## src/hdl/pmed_pkg.sv

```systemverilog
`default_nettype none
// ----------------------------------------------------------------------------
// pmed_pkg - shared types and constants
// Constants, queue status type and helpers for the PIR motion energy detector.
// ----------------------------------------------------------------------------
package pmed_pkg;

	localparam int WINDOW_LEN_DEF = 15;
	localparam int SAMPLE_W       = 16;
	localparam int CENTER_W       = 8;
	localparam int ENERGY_W       = 11;
	localparam int THRESH_W       = 11;
	localparam logic [THRESH_W-1:0] THRESH_RESET = 11'd80;
	localparam logic [ENERGY_W-1:0] ENERGY_MAX   = 11'd2047;

	// x / 5 == (x * DIV5_RECIP) >> DIV5_SHIFT for every x below 2^19
	localparam int WSUM_W     = SAMPLE_W + 3;
	localparam int DIV5_SHIFT = 21;
	localparam logic [WSUM_W-1:0] DIV5_RECIP = 19'd419431;

	localparam int FIFO_DEPTH = 2;

	typedef struct packed {
		logic full;
		logic empty;
	} fifo_stat_t;

	// magnitude of a two's complement byte, -128 gives 128
	function automatic logic [CENTER_W-1:0] mag8(input logic [CENTER_W-1:0] v);
		logic [CENTER_W-1:0] m;
		m = v[CENTER_W-1] ? (~v + 8'd1) : v;
		return m;
	endfunction

endpackage
`default_nettype wire

```

## src/hdl/pir_motion_energy_detector_core.sv

```systemverilog
`default_nettype none
// ----------------------------------------------------------------------------
// pir_motion_energy_detector_core - PIR motion energy detector
// DC offset removal, sliding window of centered bytes and energy threshold.
// ----------------------------------------------------------------------------
// An accepted sample's centered byte is queued, then popped into the output register.
// Throughput: one sample per cycle when not stalled; the offset update (multiply by
//   the reciprocal of five) is combinational; the window sum is kept as a running total.
// The two-entry queue between front and back lets either side stall alone.
// Reset clears the offset (not loaded), the window, the queue and out_valid, and sets
//   the motion threshold to 80; output data is not reset. No clearing pass is needed.
module pir_motion_energy_detector_core #(
	parameter int WINDOW_LEN = pmed_pkg::WINDOW_LEN_DEF
) (
	input  wire logic                              clk,
	input  wire logic                              arst_n,
	input  wire logic                              in_valid,
	output logic                                   in_stall,
	input  wire logic [pmed_pkg::SAMPLE_W-1:0]     sample,
	output logic                                   out_valid,
	input  wire logic                              out_stall,
	output logic                                   motion,
	output logic      [pmed_pkg::ENERGY_W-1:0]     energy,
	output logic signed [pmed_pkg::CENTER_W-1:0]   centered,
	input  wire logic                              cfg_valid,
	output logic                                   cfg_ready,
	input  wire logic [pmed_pkg::THRESH_W-1:0]     cfg_data
);

	logic                          take;
	logic [pmed_pkg::CENTER_W-1:0] front_val;
	logic                          pop;
	logic [pmed_pkg::CENTER_W-1:0] pop_data;
	pmed_pkg::fifo_stat_t          stat;
	logic [pmed_pkg::THRESH_W-1:0] thresh_q;

	assign in_stall  = stat.full;
	assign take      = in_valid && !stat.full;
	assign cfg_ready = 1'b1;

	always_ff @(posedge clk or negedge arst_n) begin
		if (!arst_n) begin
			thresh_q <= pmed_pkg::THRESH_RESET;
		end else if (cfg_valid && cfg_ready) begin
			thresh_q <= cfg_data;
		end
	end

	pmed_front u_front (
		.clk          (clk),
		.arst_n       (arst_n),
		.take         (take),
		.sample       (sample),
		.centered_val (front_val)
	);

	pmed_fifo u_fifo (
		.clk       (clk),
		.arst_n    (arst_n),
		.push      (take),
		.push_data (front_val),
		.pop       (pop),
		.pop_data  (pop_data),
		.stat      (stat)
	);

	pmed_back #(
		.WINDOW_LEN (WINDOW_LEN)
	) u_back (
		.clk       (clk),
		.arst_n    (arst_n),
		.stat      (stat),
		.pop_data  (pop_data),
		.pop       (pop),
		.threshold (thresh_q),
		.out_valid (out_valid),
		.out_stall (out_stall),
		.motion    (motion),
		.energy    (energy),
		.centered  (centered)
	);

endmodule
`default_nettype wire

```

## src/hdl/pmed_front.sv

```systemverilog
`default_nettype none
// ----------------------------------------------------------------------------
// pmed_front - offset tracker
// Accepts samples, updates the DC offset and produces the centered byte.
// ----------------------------------------------------------------------------
module pmed_front (
	input  wire logic                             clk,
	input  wire logic                             arst_n,
	input  wire logic                             take,
	input  wire logic [pmed_pkg::SAMPLE_W-1:0]    sample,
	output logic      [pmed_pkg::CENTER_W-1:0]    centered_val
);

	logic [pmed_pkg::SAMPLE_W-1:0]   offset_q;
	logic [pmed_pkg::SAMPLE_W-1:0]   offset_next;
	logic [pmed_pkg::WSUM_W-1:0]     wsum;
	logic [2*pmed_pkg::WSUM_W-1:0]   prod;
	logic [pmed_pkg::SAMPLE_W-1:0]   quot;

	// (4*offset + sample) / 5 through a reciprocal multiply
	assign wsum = {1'b0, offset_q, 2'b00} + pmed_pkg::WSUM_W'(sample);
	assign prod = (2*pmed_pkg::WSUM_W)'(wsum) * (2*pmed_pkg::WSUM_W)'(pmed_pkg::DIV5_RECIP);
	assign quot = prod[pmed_pkg::DIV5_SHIFT +: pmed_pkg::SAMPLE_W];

	// zero offset means not loaded yet
	assign offset_next  = (offset_q == '0) ? sample : quot;
	assign centered_val = sample[pmed_pkg::CENTER_W-1:0] -
		offset_next[pmed_pkg::CENTER_W-1:0];

	always_ff @(posedge clk or negedge arst_n) begin
		if (!arst_n) begin
			offset_q <= '0;
		end else if (take) begin
			offset_q <= offset_next;
		end
	end

endmodule
`default_nettype wire

```

## src/hdl/pmed_fifo.sv

```systemverilog
`default_nettype none
// ----------------------------------------------------------------------------
// pmed_fifo - decoupling queue
// Short queue of centered bytes between the front and back parts.
// ----------------------------------------------------------------------------
module pmed_fifo (
	input  wire logic                             clk,
	input  wire logic                             arst_n,
	input  wire logic                             push,
	input  wire logic [pmed_pkg::CENTER_W-1:0]    push_data,
	input  wire logic                             pop,
	output logic      [pmed_pkg::CENTER_W-1:0]    pop_data,
	output pmed_pkg::fifo_stat_t                  stat
);

	localparam int DEPTH = pmed_pkg::FIFO_DEPTH;
	localparam int PTR_W = (DEPTH > 1) ? $clog2(DEPTH) : 1;
	localparam int CNT_W = $clog2(DEPTH + 1);

	logic [pmed_pkg::CENTER_W-1:0] mem_q [DEPTH];
	logic [PTR_W-1:0]              wr_ptr_q;
	logic [PTR_W-1:0]              rd_ptr_q;
	logic [CNT_W-1:0]              count_q;

	assign pop_data   = mem_q[rd_ptr_q];
	assign stat.full  = (count_q == CNT_W'(DEPTH));
	assign stat.empty = (count_q == '0);

	always_ff @(posedge clk) begin
		if (push) begin
			mem_q[wr_ptr_q] <= push_data;
		end
	end

	always_ff @(posedge clk or negedge arst_n) begin
		if (!arst_n) begin
			wr_ptr_q <= '0;
			rd_ptr_q <= '0;
			count_q  <= '0;
		end else begin
			if (push) begin
				wr_ptr_q <= (wr_ptr_q == PTR_W'(DEPTH - 1)) ? '0 : wr_ptr_q + 1'b1;
			end
			if (pop) begin
				rd_ptr_q <= (rd_ptr_q == PTR_W'(DEPTH - 1)) ? '0 : rd_ptr_q + 1'b1;
			end
			if (push && !pop) begin
				count_q <= count_q + 1'b1;
			end else if (pop && !push) begin
				count_q <= count_q - 1'b1;
			end
		end
	end

endmodule
`default_nettype wire

```

## src/hdl/pmed_back.sv

```systemverilog
`default_nettype none
// ----------------------------------------------------------------------------
// pmed_back - window energy
// Shift-line window of centered bytes, running magnitude sum, output register.
// ----------------------------------------------------------------------------
module pmed_back #(
	parameter int WINDOW_LEN = pmed_pkg::WINDOW_LEN_DEF
) (
	input  wire logic                             clk,
	input  wire logic                             arst_n,
	input  wire pmed_pkg::fifo_stat_t             stat,
	input  wire logic [pmed_pkg::CENTER_W-1:0]    pop_data,
	output logic                                  pop,
	input  wire logic [pmed_pkg::THRESH_W-1:0]    threshold,
	output logic                                  out_valid,
	input  wire logic                             out_stall,
	output logic                                  motion,
	output logic      [pmed_pkg::ENERGY_W-1:0]    energy,
	output logic signed [pmed_pkg::CENTER_W-1:0]  centered
);

	localparam int SUM_MAX = WINDOW_LEN * 128;
	localparam int SUM_W   = $clog2(SUM_MAX + 1);
	localparam int EXT_W   = SUM_W + pmed_pkg::ENERGY_W;

	logic [pmed_pkg::CENTER_W-1:0] taps_q [WINDOW_LEN];
	logic [SUM_W-1:0]              sum_q;
	logic [SUM_W-1:0]              sum_next;
	logic [EXT_W-1:0]              sum_ext;
	logic [pmed_pkg::ENERGY_W-1:0] energy_next;
	logic                          out_valid_q;
	logic                          motion_q;
	logic [pmed_pkg::ENERGY_W-1:0] energy_q;
	logic [pmed_pkg::CENTER_W-1:0] centered_q;

	assign pop = !stat.empty && (!out_valid_q || !out_stall);

	// new beat enters, oldest tap leaves
	assign sum_next = sum_q
		- SUM_W'(pmed_pkg::mag8(taps_q[WINDOW_LEN-1]))
		+ SUM_W'(pmed_pkg::mag8(pop_data));
	assign sum_ext     = EXT_W'(sum_next);
	assign energy_next = (sum_ext > EXT_W'(pmed_pkg::ENERGY_MAX)) ?
		pmed_pkg::ENERGY_MAX : sum_ext[pmed_pkg::ENERGY_W-1:0];

	always_ff @(posedge clk or negedge arst_n) begin
		if (!arst_n) begin
			for (int i = 0; i < WINDOW_LEN; i++) begin
				taps_q[i] <= '0;
			end
			sum_q <= '0;
		end else if (pop) begin
			taps_q[0] <= pop_data;
			for (int i = 1; i < WINDOW_LEN; i++) begin
				taps_q[i] <= taps_q[i-1];
			end
			sum_q <= sum_next;
		end
	end

	always_ff @(posedge clk or negedge arst_n) begin
		if (!arst_n) begin
			out_valid_q <= 1'b0;
		end else if (pop) begin
			out_valid_q <= 1'b1;
		end else if (!out_stall) begin
			out_valid_q <= 1'b0;
		end
	end

	always_ff @(posedge clk) begin
		if (pop) begin
			motion_q   <= (energy_next >= threshold);
			energy_q   <= energy_next;
			centered_q <= pop_data;
		end
	end

	assign out_valid = out_valid_q;
	assign motion    = motion_q;
	assign energy    = energy_q;
	assign centered  = centered_q;

`ifndef SYNTH
	a_sum_bound: assert property (@(posedge clk) disable iff (!arst_n)
		sum_q <= SUM_W'(SUM_MAX))
		else $error("window sum above its bound");

	a_pop_shows: assert property (@(posedge clk) disable iff (!arst_n)
		pop |=> out_valid_q)
		else $error("popped beat did not reach the output register");

	a_sum_hold: assert property (@(posedge clk) disable iff (!arst_n)
		!pop |=> $stable(sum_q))
		else $error("window sum moved without a beat");

	a_no_pop_empty: assert property (@(posedge clk) disable iff (!arst_n)
		stat.empty |-> !pop)
		else $error("pop from empty queue");
`endif

endmodule
`default_nettype wire

```

## config.mk

```make
export PLATFORM = sky130hd
export DESIGN_NAME = pir_motion_energy_detector_core
export DESIGN_NICKNAME = d
export VERILOG_FILES = /design/src/hdl/pmed_pkg.sv /design/src/hdl/pir_motion_energy_detector_core.sv /design/src/hdl/pmed_front.sv /design/src/hdl/pmed_fifo.sv /design/src/hdl/pmed_back.sv
export SDC_FILE = /design/constraint.sdc
export NUM_CORES = 1
export LEC_CHECK = 0
export BUFFER_PORTS_ARGS = -buffer_cell sky130_fd_sc_hd__buf_4
export CORE_MARGIN = 1
export CORE_UTILIZATION = 55
export CTS_CLUSTER_SIZE = 30
export DETAILED_ROUTE_END_ITERATION = 12
export PLACE_DENSITY = 0.76
export SYNTH_ARGS = -nofsm -noshare
export SYNTH_HDL_FRONTEND = slang
export SYNTH_SLANG_ARGS = --single-unit
export TNS_END_PERCENT = 1
```

## constraint.sdc

```tcl
create_clock -name clk -period 9.8 [get_ports clk]
set_input_delay 0.98 -clock clk [delete_from_list [all_inputs] [get_ports clk]]
set_output_delay 0.98 -clock clk [all_outputs]
set_load 0.02 [all_outputs]
```

==> impl_metrics.csv <==
group,metric,value,unit
clock_tree,clk_latency,0.43,ns
worst_setup_path,cp_max_fo,4,
timing,finalHoldViolations,0,
yosys,yosys.area.top_type,"dfrtp_1",
timing,whs,0.465,ns
job,maxCapViolCount,0,
layout,multiInputGateArea,9630,um^2
yosys,synthCells,1713,
timing,worstMarginPinSlew,1.18,ns
worst_setup_path,crit_arrival,9.50,ns
layout,fillers,2383,
floorplanning,fp-row-count,62,
clock_tree,cts_tree,"yes",
detailed_routing,drt-vias-per-instance,5.13,
status,status,"complete, but fails checks",
grt,grt_max_degree,119,
floorplanning,die_y,173,um
yosys,synth.avg_cell_area,9.37,um^2
yosys,synthTopCellsByCount,"nand2_1, inv_1, ha_1",
status,violations,"DRC",
timing,slew_headroom,0.214,
floorplanning,dieArea,29900,um^2
grt,grt_antenna_before_repair,0,
yosys,ys_ff_latch,199,
worst_setup_path,cp_data_required_time,9.98,ns
yosys,synth-warning-count,0,
detailed_routing,vias,11500,
layout,diodes,0,
worst_setup_path,path_class,"in2reg",
yosys,synth.distinct_cells,68,
place,place.detailed.hpwl,27.1,mm
timing,fin_crit,9.33,ns
detailed_routing,drtIter0Drc,698,
detailed_routing,antenna_left,0,
layout,seqCellArea,5160,um^2
layout,drive_above_1_share,0.126,
floorplanning,io-pin-count,55,
floorplanning,initial_core_util,0.559,
place,place_congestion,0.966,
yosys,netlist_area,16100,um^2
grt,grt_pass1_vias,12100,
grt,grt-ovfl-total,0,
worst_setup_path,critPathLaunchType,"primary input",
detailed_routing,first_pass_iters,8,
yosys,seq_area_frac_synth,0.322,
detailed_routing,wire_per_inst,15.3,um
layout,nets,2207,
clock_tree,cts_root_buf,"clkbuf_16",
clock_tree,clk_path_buf_depth,2,
layout,area_growth,13.6,%
timing,period_share,0.952,
clock_tree,cts.sinks,199,
place,io_buffers,53,
floorplanning,core,28700,um^2
yosys,synth_edf_count,36,
worst_setup_path,crit_path_end_kind,"flop",
grt,grt_first_pass_wirelength,57.4,mm
detailed_routing,post-route-drc-count,1,
timing,drv_slew,0,
clock_tree,cts.htree.levels,4,
timing,setup_viol,0,
detailed_routing,wirelength,34.1,mm
clock_tree,cts_hold_buffers,0,
grt,track_usage,0.241,
worst_setup_path,slowest_stage,"fa_1",
yosys,synthesis.nets,2085,
floorplanning,die_w,173,um
worst_setup_path,cp_slowest_stage_delay,0.55,ns
layout,fin_util,0.636,
clock_tree,cts_buffers,17,
clock_tree,clkTransAtPathRegs,0.08,ns
yosys,synth.most_common_cell,"nand2_1",
timing,clock.fmax,107,MHz
yosys,synth_top_area_frac,0.251,
hold_path,hold_path.class,"reg2reg",
yosys,synthTopCellsByArea,"dfrtp_1, fa_1, ha_1, nand2_1, inv_1",
yosys,ys.flop_type,"dfrtp_1",
timing,fin_skew,0.0116,ns
yosys,async_flop_share,0.819,
sequential cells by signal, indices dropped and copies added (netlist names):
| signal | count |
|---|---|
| u_front.offset_q | 16 |
| u_back.motion | 1 |
| u_fifo.rd_ptr_q | 1 |
| u_back.energy | 11 |
| thresh_q | 11 |
| u_back.sum_q | 11 |
| u_fifo.count_q | 2 |
| u_back.centered | 8 |
| u_back.taps_q | 120 |
| u_fifo.mem_q | 16 |
| u_back.out_valid | 1 |
| u_fifo.wr_ptr_q | 1 |
per-layer routing:
metal  track usage  vias to the layer above  part of all wire
met5             0                        -                 0
met4        0.0988                        0             0.036
met3        0.0367                       85             0.039
met2         0.421                      237              0.51
met1         0.297                     5549              0.42
li1              -                     5590                 -
path summary, 6_finish.rpt:
check	start	end	slack, ns	cells past startpoint
setup / recovery	sample[2]	u_fifo.mem_q[1][6]$_DFFE_PP_	0.47	43
hold / removal	u_back.taps_q[113]$_DFFE_PN0P_	u_back.taps_q[105]$_DFFE_PN0P_	0.46	2
setup reg to reg	u_front.offset_q[0]$_DFFE_PN0P_	u_fifo.mem_q[1][6]$_DFFE_PP_	0.68	42
hold reg to reg	u_back.taps_q[113]$_DFFE_PN0P_	u_back.taps_q[105]$_DFFE_PN0P_	0.46	2
max in group asynchronous	arst_n	u_back.taps_q[34]$_DFFE_PN0P_	7.66	2
min in group asynchronous	arst_n	u_back.sum_q[0]$_DFFE_PN0P_	0.56	1
kinds of logic after synthesis:
| logic type | Yosys count | synth area share |
|---|---|---|
| compound gates | 198 | 0.0789 |
| xor+xnor | 70 | 0.0405 |
| fa+ha+maj | 341 | 0.333 |
| buf+inv | 388 | 0.0910 |
| flops | 199 | 0.322 |
| mux | 13 | 0.00826 |
| other cells | 1 | 0.000234 |
| simple gates | 503 | 0.127 |
metrics by stage:
step	instances	setup TNS, ns	setup slack [ns]	instance area, um^2
after floorplan	1713	0	0.0138	16100
final	2232	0	0.474	18200
after CTS	2224	0	0.0242	18000
after global placement	2192	-0.639	-0.202	17400
after detailed placement	2192	-3.74	-0.539	17400
after global routing	2232	-0.278	-0.0876	18200
repair_timing:
action	CTS	global route
gates cloned	0	0
gates resized for setup	1	39
pin swaps	2	29
buffers inserted	0	8
setup endpoints to repair	4	16
final cells by class:
type                    instances  area share
inverters                     342      0.0705
flip-flops and latches        199       0.283
clock buffers                  19      0.0237
repair buffers                149      0.0615
well taps                     384      0.0263
multi-input cells            1126       0.528
clock inverters                13     0.00713
critical path: cells and delay by family:
family | cells | cell delay, ns
xor+xnor | 2 | 0.17
fa+ha+maj | 11 | 4.26
simple gates | 5 | 0.81
buf+inv | 10 | 0.81
compound gates | 15 | 2.46
cells in the final DEF (no fill, tap or decap), types with 22 or more instances in the layout:
cell        n
fa_1      143
o21ai_0    59
a21oi_1    44
ha_1      190
a21o_1     22
nor2_1     36
nand2_1   408
buf_4     148
inv_1     341
xnor2_1    49
dfrtp_1   161
edfxtp_1   36
Power is not shown: default switching activity piles up to over one toggle a cycle in this logic, so the estimate is an artifact.
